==> src/apumix_pkg.sv <==
// ----------------------------------------------------------------------------
// apumix_pkg
// Shared widths, mixer curve constants and the sequencer state type of the
// averaging nonlinear APU mixer.
// ----------------------------------------------------------------------------
package apumix_pkg;

	// Channel and field widths.
	localparam int CHANNELS        = 5;
	localparam int SUM_WIDTH       = 24;
	localparam int SQUARE_WIDTH    = 4;
	localparam int DMC_WIDTH       = 7;
	localparam int SAMPLE_WIDTH    = 14;
	localparam int AVG_WIDTH       = 8;
	localparam int COUNT_WIDTH_DEF = 16;

	// Channel slots in the running sums.
	localparam int CH_PULSE_ONE = 0;
	localparam int CH_PULSE_TWO = 1;
	localparam int CH_TRIANGLE  = 2;
	localparam int CH_NOISE     = 3;
	localparam int CH_DMC       = 4;

	// Lookup table depths and the largest legal index of each.
	localparam int PULSE_DEPTH = 31;
	localparam int TND_DEPTH   = 203;
	localparam int PULSE_LAST  = PULSE_DEPTH - 1;
	localparam int TND_LAST    = TND_DEPTH - 1;
	localparam int PULSE_IDX_W = $clog2(PULSE_DEPTH);
	localparam int TND_IDX_W   = $clog2(TND_DEPTH);

	// Mixer curves in exact integer form.
	//   pulse[i] = ceil(9552*16383*i / (812800 + 10000*i)) - 8192
	//   tnd[i]   = floor(16367*16383*i / (2432900 + 10000*i))
	localparam longint unsigned PULSE_NUM_K = 64'd156490416;
	localparam longint unsigned PULSE_DEN_0 = 64'd812800;
	localparam longint unsigned TND_NUM_K   = 64'd268140561;
	localparam longint unsigned TND_DEN_0   = 64'd2432900;
	localparam longint unsigned DEN_STEP    = 64'd10000;
	localparam longint          SAMPLE_BIAS = 64'sd8192;

	// Command codes of an input word.
	localparam logic CMD_TICK   = 1'b0;
	localparam logic CMD_SAMPLE = 1'b1;

	typedef enum logic [1:0] {
		ST_IDLE,
		ST_DIVIDE,
		ST_INDEX,
		ST_EMIT
	} apumix_state_t;

endpackage

==> src/apumix_if.sv <==
// ----------------------------------------------------------------------------
// apumix_if
// Valid/ready channels of the mixer: channel levels in, mixed samples out.
// ----------------------------------------------------------------------------
interface apumix_level_if
	import apumix_pkg::*;
();
	logic                    valid;
	logic                    ready;
	logic                    cmd;
	logic [SQUARE_WIDTH-1:0] pulse_one;
	logic [SQUARE_WIDTH-1:0] pulse_two;
	logic [SQUARE_WIDTH-1:0] triangle_level;
	logic [SQUARE_WIDTH-1:0] noise_level;
	logic [DMC_WIDTH-1:0]    dmc_level;

	modport source (output valid, cmd, pulse_one, pulse_two, triangle_level,
		noise_level, dmc_level, input ready);
	modport sink (input valid, cmd, pulse_one, pulse_two, triangle_level,
		noise_level, dmc_level, output ready);
endinterface

interface apumix_sample_if
	import apumix_pkg::*;
();
	logic                           valid;
	logic                           ready;
	logic signed [SAMPLE_WIDTH-1:0] sample;

	modport source (output valid, sample, input ready);
	modport sink (input valid, sample, output ready);
endinterface

==> src/apu_averaging_nonlinear_mixer.sv <==
// ----------------------------------------------------------------------------
// apu_averaging_nonlinear_mixer
// Averages the five APU channel levels over the ticks between two sample
// requests and mixes the averages through the nonlinear pulse and tnd curves.
// ----------------------------------------------------------------------------
//
//   channel   dir   word                                       accepted when
//   --------  ----  -----------------------------------------  -------------
//   levels    in    cmd, pulse_one/two, triangle, noise, dmc   valid & ready
//   samples   out   sample (14-bit signed)                     valid & ready
//
// A tick word updates the five sums and the tick count at the accepting edge,
// unless the count is already full, and levels.ready stays high. For a sample
// request a single restoring subtractor produces one quotient bit per cycle,
// 24 bits for each of the five channels in turn; then the index state builds
// the table indices and the emit state loads the output register. The emit
// step waits while an earlier sample is still held in the output register.
// Reset clears the sums, the tick count, the sequencer and the output valid.
//
module apu_averaging_nonlinear_mixer
	import apumix_pkg::*;
#(
	parameter int COUNT_WIDTH = COUNT_WIDTH_DEF
) (
	input logic            clk,
	input logic            arst_n,
	apumix_level_if.sink   levels,
	apumix_sample_if.source samples
);

	localparam int BIT_W = $clog2(SUM_WIDTH);
	localparam int CH_W  = $clog2(CHANNELS);
	localparam logic [BIT_W-1:0]       BIT_LAST  = BIT_W'(SUM_WIDTH - 1);
	localparam logic [CH_W-1:0]        CH_LAST   = CH_W'(CHANNELS - 1);
	localparam logic [COUNT_WIDTH-1:0] COUNT_MAX = '1;
	localparam logic [SUM_WIDTH-1:0]   SUM_MAX   = '1;

	// Constant mixer tables, worked out at elaboration from the exact
	// rational form of the curves.
	logic [SAMPLE_WIDTH-1:0] pulse_rom [PULSE_DEPTH];
	logic [SAMPLE_WIDTH-1:0] tnd_rom   [TND_DEPTH];

	for (genvar i = 0; i < PULSE_DEPTH; i++) begin : g_pulse
		localparam longint unsigned PNUM = PULSE_NUM_K * i;
		localparam longint unsigned PDEN = PULSE_DEN_0 + DEN_STEP * i;
		localparam longint PVAL = longint'((PNUM + PDEN - 64'd1) / PDEN) - SAMPLE_BIAS;
		assign pulse_rom[i] = PVAL[SAMPLE_WIDTH-1:0];
	end

	for (genvar i = 0; i < TND_DEPTH; i++) begin : g_tnd
		localparam longint unsigned TNUM = TND_NUM_K * i;
		localparam longint unsigned TDEN = TND_DEN_0 + DEN_STEP * i;
		localparam longint unsigned TVAL = TNUM / TDEN;
		assign tnd_rom[i] = TVAL[SAMPLE_WIDTH-1:0];
	end

	apumix_state_t state_q, state_d;

	logic [COUNT_WIDTH-1:0] count_q;
	logic [SUM_WIDTH-1:0]   sums_q [CHANNELS];
	logic [AVG_WIDTH-1:0]   avg_q  [CHANNELS];

	// Divider registers: the quotient register also shifts the dividend out.
	logic [SUM_WIDTH-1:0]   quo_q;
	logic [COUNT_WIDTH-1:0] rem_q;
	logic [BIT_W-1:0]       bit_q;
	logic [CH_W-1:0]        ch_q;

	logic [PULSE_IDX_W-1:0]  pulse_idx_q;
	logic [TND_IDX_W-1:0]    tnd_idx_q;
	logic [SAMPLE_WIDTH-1:0] sample_q;
	logic                    out_valid_q;

	logic level_ready;
	logic div_step;
	logic emit_fire;
	logic accept;
	logic tick_fire;
	logic req_fire;

	// Next state.
	always_comb begin
		state_d = state_q;
		unique case (state_q)
			ST_IDLE: begin
				if (req_fire) begin
					state_d = ST_DIVIDE;
				end
			end
			ST_DIVIDE: begin
				if (bit_q == BIT_LAST && ch_q == CH_LAST) begin
					state_d = ST_INDEX;
				end
			end
			ST_INDEX: begin
				state_d = ST_EMIT;
			end
			ST_EMIT: begin
				if (emit_fire) begin
					state_d = ST_IDLE;
				end
			end
			default: begin
				state_d = ST_IDLE;
			end
		endcase
	end

	// Sequencer outputs.
	always_comb begin
		level_ready = 1'b0;
		div_step    = 1'b0;
		emit_fire   = 1'b0;
		unique case (state_q)
			ST_IDLE:   level_ready = 1'b1;
			ST_DIVIDE: div_step = 1'b1;
			ST_INDEX:  ;
			ST_EMIT:   emit_fire = !out_valid_q || samples.ready;
			default:   ;
		endcase
	end

	assign levels.ready = level_ready;
	assign accept       = levels.valid && level_ready;
	assign tick_fire    = accept && (levels.cmd == CMD_TICK);
	assign req_fire     = accept && (levels.cmd == CMD_SAMPLE);

	// Levels of the accepted tick, widened to the sum width.
	logic [SUM_WIDTH-1:0] lv [CHANNELS];
	assign lv[CH_PULSE_ONE] = SUM_WIDTH'(levels.pulse_one);
	assign lv[CH_PULSE_TWO] = SUM_WIDTH'(levels.pulse_two);
	assign lv[CH_TRIANGLE]  = SUM_WIDTH'(levels.triangle_level);
	assign lv[CH_NOISE]     = SUM_WIDTH'(levels.noise_level);
	assign lv[CH_DMC]       = SUM_WIDTH'(levels.dmc_level);

	// Saturating sums; a tick at full count is dropped as a whole.
	logic [SUM_WIDTH-1:0] sum_next [CHANNELS];
	always_comb begin
		for (int k = 0; k < CHANNELS; k++) begin
			logic [SUM_WIDTH:0] t;
			t = {1'b0, sums_q[k]} + {1'b0, lv[k]};
			sum_next[k] = t[SUM_WIDTH] ? SUM_MAX : t[SUM_WIDTH-1:0];
		end
	end

	// One restoring division step: shift in the next dividend bit and
	// subtract the tick count when it fits.
	logic [COUNT_WIDTH:0]   trial;
	logic [COUNT_WIDTH:0]   diff;
	logic                   fits;
	logic [COUNT_WIDTH-1:0] rem_next;
	logic [SUM_WIDTH-1:0]   quot_next;
	logic [AVG_WIDTH-1:0]   avg_next;

	always_comb begin
		trial     = {rem_q, quo_q[SUM_WIDTH-1]};
		diff      = trial - {1'b0, count_q};
		fits      = trial >= {1'b0, count_q};
		rem_next  = fits ? diff[COUNT_WIDTH-1:0] : trial[COUNT_WIDTH-1:0];
		quot_next = {quo_q[SUM_WIDTH-2:0], fits};
		// A zero count would give all ones; the average is zero by definition.
		// Averages never exceed a level's range, so eight bits are kept.
		if (count_q == '0) begin
			avg_next = '0;
		end else if (|quot_next[SUM_WIDTH-1:AVG_WIDTH]) begin
			avg_next = '1;
		end else begin
			avg_next = quot_next[AVG_WIDTH-1:0];
		end
	end

	logic [CH_W-1:0] ch_inc;
	assign ch_inc = ch_q + CH_W'(1);

	// Table indices from the averages, clamped to the table ends.
	logic [AVG_WIDTH:0]   pulse_sum;
	logic [AVG_WIDTH+2:0] tnd_sum;
	always_comb begin
		pulse_sum = {1'b0, avg_q[CH_PULSE_ONE]} + {1'b0, avg_q[CH_PULSE_TWO]};
		tnd_sum   = (AVG_WIDTH+3)'(avg_q[CH_TRIANGLE]) * (AVG_WIDTH+3)'(3)
			+ {(AVG_WIDTH+3)'(avg_q[CH_NOISE]) << 1}
			+ (AVG_WIDTH+3)'(avg_q[CH_DMC]);
	end

	always_ff @(posedge clk or negedge arst_n) begin
		if (!arst_n) begin
			state_q     <= ST_IDLE;
			count_q     <= '0;
			out_valid_q <= 1'b0;
			for (int k = 0; k < CHANNELS; k++) begin
				sums_q[k] <= '0;
			end
		end else begin
			state_q <= state_d;
			if (tick_fire && count_q != COUNT_MAX) begin
				count_q <= count_q + COUNT_WIDTH'(1);
				for (int k = 0; k < CHANNELS; k++) begin
					sums_q[k] <= sum_next[k];
				end
			end
			if (emit_fire) begin
				count_q     <= '0;
				out_valid_q <= 1'b1;
				for (int k = 0; k < CHANNELS; k++) begin
					sums_q[k] <= '0;
				end
			end else if (samples.ready) begin
				out_valid_q <= 1'b0;
			end
		end
	end

	// Datapath registers without reset.
	always_ff @(posedge clk) begin
		if (req_fire) begin
			ch_q  <= '0;
			bit_q <= '0;
			rem_q <= '0;
			quo_q <= sums_q[0];
		end else if (div_step) begin
			if (bit_q == BIT_LAST) begin
				avg_q[ch_q] <= avg_next;
				if (ch_q != CH_LAST) begin
					ch_q  <= ch_inc;
					bit_q <= '0;
					rem_q <= '0;
					quo_q <= sums_q[ch_inc];
				end
			end else begin
				bit_q <= bit_q + BIT_W'(1);
				rem_q <= rem_next;
				quo_q <= quot_next;
			end
		end
		if (state_q == ST_INDEX) begin
			pulse_idx_q <= (pulse_sum > (AVG_WIDTH+1)'(PULSE_LAST))
				? PULSE_IDX_W'(PULSE_LAST) : pulse_sum[PULSE_IDX_W-1:0];
			tnd_idx_q <= (tnd_sum > (AVG_WIDTH+3)'(TND_LAST))
				? TND_IDX_W'(TND_LAST) : tnd_sum[TND_IDX_W-1:0];
		end
		if (emit_fire) begin
			sample_q <= pulse_rom[pulse_idx_q] + tnd_rom[tnd_idx_q];
		end
	end

	assign samples.valid  = out_valid_q;
	assign samples.sample = sample_q;

endmodule

==> src/flat_wrapper.sv <==
// flat-port wrapper written by rule: the top's interface ports become plain ports
module apu_averaging_nonlinear_mixer_flat import apumix_pkg::*;
#(
	parameter int COUNT_WIDTH = COUNT_WIDTH_DEF
)
  (clk, arst_n, levels_valid, levels_cmd, levels_pulse_one, levels_pulse_two, levels_triangle_level, levels_noise_level, levels_dmc_level, levels_ready, samples_valid, samples_sample, samples_ready);
  apumix_level_if levels_i ();
  apumix_sample_if samples_i ();
  input logic clk;
  input logic arst_n;
  input wire logic [$bits(levels_i.valid)-1:0] levels_valid;
  input wire logic [$bits(levels_i.cmd)-1:0] levels_cmd;
  input wire logic [$bits(levels_i.pulse_one)-1:0] levels_pulse_one;
  input wire logic [$bits(levels_i.pulse_two)-1:0] levels_pulse_two;
  input wire logic [$bits(levels_i.triangle_level)-1:0] levels_triangle_level;
  input wire logic [$bits(levels_i.noise_level)-1:0] levels_noise_level;
  input wire logic [$bits(levels_i.dmc_level)-1:0] levels_dmc_level;
  output wire logic [$bits(levels_i.ready)-1:0] levels_ready;
  output wire logic [$bits(samples_i.valid)-1:0] samples_valid;
  output wire logic [$bits(samples_i.sample)-1:0] samples_sample;
  input wire logic [$bits(samples_i.ready)-1:0] samples_ready;
  assign levels_i.valid = levels_valid;
  assign levels_i.cmd = levels_cmd;
  assign levels_i.pulse_one = levels_pulse_one;
  assign levels_i.pulse_two = levels_pulse_two;
  assign levels_i.triangle_level = levels_triangle_level;
  assign levels_i.noise_level = levels_noise_level;
  assign levels_i.dmc_level = levels_dmc_level;
  assign levels_ready = levels_i.ready;
  assign samples_valid = samples_i.valid;
  assign samples_sample = samples_i.sample;
  assign samples_i.ready = samples_ready;
  apu_averaging_nonlinear_mixer #(.COUNT_WIDTH(COUNT_WIDTH)) u_core (.clk(clk), .arst_n(arst_n), .levels(levels_i), .samples(samples_i));
endmodule
==> config.mk <==
export PLATFORM = sky130hd
export DESIGN_NAME = apu_averaging_nonlinear_mixer_flat
export DESIGN_NICKNAME = d
export VERILOG_FILES = /design/src/apumix_pkg.sv /design/src/apumix_if.sv /design/src/apu_averaging_nonlinear_mixer.sv /design/src/flat_wrapper.sv
export SDC_FILE = /design/constraint.sdc
export NUM_CORES = 1
export LEC_CHECK = 0
export ABC_CLOCK_PERIOD_IN_PS = 5400
export BUFFER_PORTS_ARGS = -buffer_cell sky130_fd_sc_hd__clkbuf_2
export CAP_MARGIN = 20
export CORE_MARGIN = 2
export CORE_UTILIZATION = 64
export DETAILED_ROUTE_END_ITERATION = 10
export PLACE_DENSITY = 0.81
export SYNTH_ARGS = -nofsm -noshare
export SYNTH_HDL_FRONTEND = slang
export SYNTH_SLANG_ARGS = --single-unit
==> constraint.sdc <==
create_clock -name clk -period 5.4 [get_ports clk]
set_clock_uncertainty 0.15 [all_clocks]
set_input_delay 0.27 -clock clk [delete_from_list [all_inputs] [get_ports clk]]
set_output_delay 0.27 -clock clk [all_outputs]
set_load 0.01 [all_outputs]
# Yosys cells after proc, flatten, opt, wreduce, memory -nomap -nowiden
# Memory sizes are Yosys's and may differ from the RTL's.
# Index checks and enable logic that the tools add are counted.
# Widths: inputs -> output; s select.
word_totals:
  memories: 3
  rom_bits: 4032
  output_inout_bits: 16
  ramBits: 40
  ff_bits: 214
memory_table:
  columns: ["memory", "words", "width", "rd", "rd_ports_with_merged_regs", "write_ports", "line_no", "text"]
  rows:
  - ["(name not given)", 256, 14, 1, 0, 0, "apu_averaging_nonlinear_mixer.sv:242", "sample_q <= pulse_rom[pulse_idx_q] + tnd_rom[tnd_idx_q];"]
  - ["(name not given)", 32, 14, 1, 0, 0, "apu_averaging_nonlinear_mixer.sv:242", null]
  - ["u_core.avg_q", 5, 8, 5, 0, 1, "apu_averaging_nonlinear_mixer.sv:61", "logic [AVG_WIDTH-1:0] avg_q [CHANNELS];"]
classes:
  n_bitwise: 4
  mux: 40
  order_cmp: 6
  n_reduce_logical: 17
  mul: 1
  eq_ne: 12
  addsub: 13
op_table:
  columns: ["cell", "count"]
  rows:
  - ["$mux 24", 11]
  - ["$mux 120", 2]
  - ["$add 24x4->25", 4]
  - ["$mux 16", 5]
  - ["$bmux 24 s3", 1]
  - ["$mux 14", 4]
  - ["$add 24x7->25", 1]
  - ["$ge 17x16->1", 1]
  - ["$add 16x1->16 const B", 1]
  - ["$logic_not 16->1", 1]
  - ["$mux 8", 2]
  - ["$ne 16x16->1 const B", 1]
  - ["$reduce_or 16->1", 1]
  - ["$sub 16x16->16", 1]
  - ["$add 14x14->14", 1]
  - ["$add 10x9->11", 1]
  - ["$add 11x8->11", 1]
  - ["$gt 11x8->1 const B", 1]
  - ["$mul 8x2->10 const B", 1]
  - ["$mux 5", 2]
  - ["$add 8x8->9", 1]
  - ["$ge 9x9->1 const B", 1]
  - ["$gt 9x5->1 const B", 1]
  - ["$mux 1", 9]
  - ["other kinds (25)", 38]

# Logic depth before layout (Yosys ltp)
logic_depth:
  depth_word: 9
  ltp_mapped: 21
  ltp_nobuf: 19

# Worst setup path after synthesis
# Ideal clock, no wire load.
synth_timing:
  kind: "register to register"
  from: "register u_core.tnd_idx_q[2]"
  to: "register u_core.sample_q[11] (netlist: u_core.samples.sample[11]) (data pin)"
  setup_ns: 0.257
  arrival_time_ns: 4.324
  t_required_ns: 4.993
  stages_incl_launch_ff: 13
  path_slack_ns: 0.670
  synth_period_minus_slack_ns: 4.730
  path_cell_list: "edfxtp_1 -> clkbuf_1 -> inv_1 -> buf_1 -> ha_1 -> mux4_2 -> mux4_2 -> o21a_1 -> ha_1 -> o311ai_0 -> o21ai_0 -> o22a_1 -> xor2_1"
synth_via:
  elab_chain_len: 5
synth_rtl:
  columns: ["element", "line_no", "text"]
  rows:
  - ["from (decl)", "apu_averaging_nonlinear_mixer.sv:70", "logic [TND_IDX_W-1:0] tnd_idx_q;"]
  - ["from (signal assigned)", "apu_averaging_nonlinear_mixer.sv:238", "tnd_idx_q <= (tnd_sum > (AVG_WIDTH+3)'(TND_LAST))"]
  - ["$not 8->9 (implied by the code)", "apu_averaging_nonlinear_mixer.sv:242", null]
  - ["$mem_v2 256x14", null, null]
  - ["$mux 14 (implied by the code) (2 in a row)", "apu_averaging_nonlinear_mixer.sv:242", null]
  - ["$add 14x14->14", "apu_averaging_nonlinear_mixer.sv:242", null]
  - ["to (signal assigned)", "apu_averaging_nonlinear_mixer.sv:242", null]
  - ["to (decl)", "apu_averaging_nonlinear_mixer.sv:71", "logic [SAMPLE_WIDTH-1:0] sample_q;"]
# No other way between the ends. The select of a mux whose other input is x is not followed.
# A chain may end at the register's enable or synchronous reset.

# Worst setup path after layout
layout_timing:
  from: "register u_core.tnd_idx_q[1]"
  to: "register u_core.sample_q[12] (netlist: u_core.samples.sample[12]) (data pin)"
# Same word-level chain as after synthesis.

==> results by stage <==
Status:
- The run finished with clean final reports.

STA:
- The achievable clock frequency is 199.8 MHz.
- The final sum of negative setup slack is 0 ns.
- The final number of setup-violating endpoints is 0.
- The worst path in the final design needs a cycle of ~5.0 ns, including I/O delays and setup.
- In the finished design, the share of the clock period the worst path needs comes to between 90 and 100%.
- The worst max-slew margin expressed relative to the limit is between 20% and 30%.
- The final-report hold violation count was 0.
- The total count of max-transition violations in the final report is 0.
- For the pin with the worst max-slew slack, the measured transition is 1.083 ns.
- Setup repair after global routing left no endpoint under its margin.

Floorplanning:
- The number of placement rows is 63.
- The die span in y is roughly 180 um.
- From left edge to right edge, the die measures approximately 180 um.
- The total area inside the core boundary comes to roughly 29000 um^2.
- The starting density of the core is between 60 and 70%.
- The number of top-level design ports is 44.
- The die covers 31220 um^2.

Global routing:
- The first global-routing pass estimated 91850 um of wire.
- The initial antenna violation count is 2.
- The via count of the first global-routing pass came to ~17k.
- The all-layer global routing usage is between 30% and 40%.
- After global routing the overflow that remains totals 0.
- Entering global routing, the biggest net connects 121 pins.

Setup path:
- Data on the critical path is required at its endpoint by 5.57 ns.
- At the worst endpoint, the arrival time is a little over 5 ns.
- The most numerous cell on the critical path is o21ai_0.
- The path type of the worst setup path is flop to flop.
- The most critical setup path has its startpoint at u_core.tnd_idx_q[1].
- The largest fanout of any net on the critical path is 10.
- The maximum cell stage delay along the critical path is 0.53 ns.
- The critical path goes through ha_1 -> buf_4 -> ha_1 -> o21ai_0 -> o21ai_0 -> mux4_2 -> mux4_2 -> ha_1 -> inv_1 -> fa_1 -> nor2b_1 -> o21a_1 -> o21ai_0 -> a2111oi_0 -> o21ai_0 -> a21boi_0 -> xor2_1.
- The worst setup path endpoint is u_core.samples.sample[12].
- The type of element launching the critical path is a flop.
- The worst setup path is captured at a flop.
- The reg-to-reg critical path startpoint is u_core.tnd_idx_q[1].
- Measured in cells, the most critical reg-to-reg path has a length of 17.
- The cell type of the slowest stage on the worst timing path is edfxtp_1.
- For flop-to-flop paths, the worst setup slack is 0.39 ns.
- The critical register-to-register path endpoint is u_core.samples.sample[12].

Route:
- The average wire length per cell after detail routing is approximately 23 um.
- The first routing iteration left roughly 1.9k violations.
- The pre-antenna-repair detailed-routing pass consisted of 5 iterations.
- The total number of vias is roughly 18k.
- The number of DRC violations after detailed routing is 0.
- The count of nets left with antenna violations once routing finished came out at 0.
- Dividing the detail-routed via count by the number of cells gives 6.859.
- Summed over all layers, the routed wires come to between 50000 and 60000 um.

Logic synthesis:
- The top flip-flop cell by instance count after synthesis is dfrtp_1.
- The distinct cell type count after synthesis is 77.
- The number of register bits inferred by synthesis is around 250.
- After synthesis the cells add up to 19090 um^2.
- The mean post-synth cell area is slightly below 9 um^2.
- Counting every net in the synthesized netlist gives between 2k and 2.5k.
- By count the netlist is led by 184 x nand2_1, 182 x nor2_1, 181 x a21oi_1, 159 x o21ai_0, 139 x dfrtp_1.
- In the post-synthesis netlist, the biggest area contributors are dfrtp_1 18%, edfxtp_1 14%, ha_1 7.0%, a21oi_1 4.7%, mux4_2 4.5%.
- nand2_1 is the most common cell in the netlist.
- Synthesis produced a netlist whose cell count is 2173.
- The yosys synthesis warning count is 0.
- The synthesized design devotes to its leading area cell type between 10% and 20% of total area.
- The register area share after synthesis is 35.06%.
- The number of flops mapped to enable cells by yosys is 91.
- The library cell with the largest summed area after synthesis is dfrtp_1.
- After synthesis, the share of flip-flops with an asynchronous set or reset is between 50% and 60%.

Cells and area:
- From synthesis to final layout, the design area changed by 8.476%.
- The share of final-layout standard cells stronger than drive strength 1 is under 10%.
- The final instance area is just over 20000 um^2.
- At the end of the flow, the number of nets in the layout was 2319.

Clock tree:
- In this run, CTS created clock tree buffers numbering 29.
- In this run the post-CTS setup repair buffer count came out at 0.
- TritonCTS built the clock tree.
- The clock passes through at most 3 buffers.
- In this run, post-CTS hold repair placed 12 buffers.
- The later pin in the worst-skew pair is clocked with a latency of slightly below 0.6 ns.
- Clock-pin slew was measured on the worst setup and hold paths at 0.06 ns.
- The tree built by TritonCTS fans out to 254 sinks.
- CTS placed an instance of clkbuf_16 at the clock tree root.
- After clock tree synthesis, the repair step resized 0 gates.
- In this run the number of H-tree levels came out at 1.

Power:
- The part of the total power dissipated in the clock network is a little over a fifth.
- The power dissipated by switching net loads is slightly below 4000 uW.
- Net switching is 42.39% of the power.
- Across the VDD grid, the largest voltage drop is between 0.4 and 0.5 mV.
- The design draws 9133 uW.
- The power density of the placed cells is roughly 440 nW/um^2.
- The proportion of power drawn by combinational gates is 47.5%.
- The sequential group share of total power is about a third.
- For this design the static power due to leakage is ~0.0083 uW.
- The internal portion of total power is between 5000 and 6000 uW.

Flow run:
- The number of maximum-capacitance violations is 0.

Min path:
- The min-delay analysis places its worst path in the category input pin to flop.
- In this run the most critical hold path is launched from levels_pulse_one[2].

Placement:
- Port buffering added 43 buffers.
- The global placement routability congestion is ~0.96.
- Summing all placed instances gives a cell area of 19660 um^2.
- After legalization and detailed placement, the total HPWL measured 41780 um.
[cell families (layout without fill, tap and decap cells)]
group           Yosys count  after routing  synth area share, %
other cells               0              2                    0
compound gates          685            685                23.23
buf+inv                 261            271                5.264
xor+xnor                 61             61                2.799
flops                   254            254                35.06
simple gates            718            718                18.30
mux                      63             63                5.821
fa+ha+maj               131            131                9.531
[worst min path at each step]
| stage | to | slack, ns | cells past startpoint |
|---|---|---|---|
| 3_5_place_dp | u_core.sums_q[8] | 0.26 | 1 |
| 5_1_grt | u_core.sums_q[74] | 0.08 | 4 |
| 6_report | u_core.sums_q[98] | 0.06 | 4 |
| 2_1_floorplan | u_core.count_q[0] | -0.18 | 0 |
| 3_3_place_gp | u_core.sums_q[8] | 0.28 | 1 |
| 4_1_cts | u_core.sums_q[98] | 0.04 | 4 |
[flip-flops by register name, summed over array words and instances (netlist names)]
signal / count
u_core.ch_q: 3
u_core.pulse_idx_q: 5
u_core.quo_q: 24
u_core.bit_q: 5
u_core.samples.sample: 14
u_core.state_q: 2
u_core.samples.valid: 1
u_core.avg_q: 40
u_core.sums_q: 120
u_core.count_q: 16
u_core.tnd_idx_q: 8
u_core.rem_q: 16
[routing by layer]
metal / vias up / track usage [%] / wire length (um)
met1: 8496 / 48.76 / 23160
met5: - / 0 / 0
met4: 0 / 21.11 / 3661
met3: 187 / 4.961 / 4285
met2: 892 / 60.53 / 27430
li1: 8087 / - / -
[area by class of cell]
cell class	count	area, um^2
Antenna cell	2	5.005
Clock buffer	47	863.3
Clock inverter	7	60.06
Fill cell	2290	8776
Inverter	114	430.4
Multi-Input combinational cell	1658	11430
Sequential cell	254	6693
Tap cell	390	488.0
Timing Repair Buffer	103	739.5
[power by group through the flow]
stage | registers [uW] | clock network [uW] | logic (uW)
after detailed placement | 2880 | 0 | 4230
final | 2860 | 1930 | 4340
after CTS | 2850 | 1940 | 4260
after global placement | 2870 | 0 | 4150
after floorplan | 2750 | 0 | 3100
after global routing | 2890 | 2010 | 4730
[stage by stage]
| stage | worst slack (ns) | hold WS, ns | util (%) | cells |
|---|---|---|---|---|
| 5_1_grt | 0.1799 | 0.07782 | 70.23 | 2575 |
| 4_1_cts | 0.5432 | 0.03693 | 70.21 | 2573 |
| 3_3_place_gp | 0.6845 | 0.2759 | 66.68 | 2507 |
| 2_1_floorplan | 0.6696 | -0.1756 | - | 2173 |
| 6_report | 0.3941 | 0.05914 | 70.23 | 2575 |
| 3_5_place_dp | 0.5616 | 0.2650 | 66.68 | 2507 |
[critical path, delay by kind of cell (launching register included)]
family	cells	cell delay (ns)
buffers and inverters	2	0.30
and+or+nand+nor	1	0.06
adders and majority gates	4	1.12
AOI/OAI and AO/OA	7	1.48
DFF	1	0.53
muxes	2	0.94
xor gates and xnor gates	1	0.16
[cells in the final DEF (no fill, tap or decap), drive strengths merged, types with 38 or more instances in the layout]
master	instances
edfxtp	91
buf	49
a211oi	51
nor3	68
mux4	38
o21ai	160
nand3	70
inv	115
nand2	185
a21oi	181
dfrtp	139
xnor2	42
nor2	182
ha	107
clkbuf	89
Note: power is estimated with default switching activity, not from simulation.
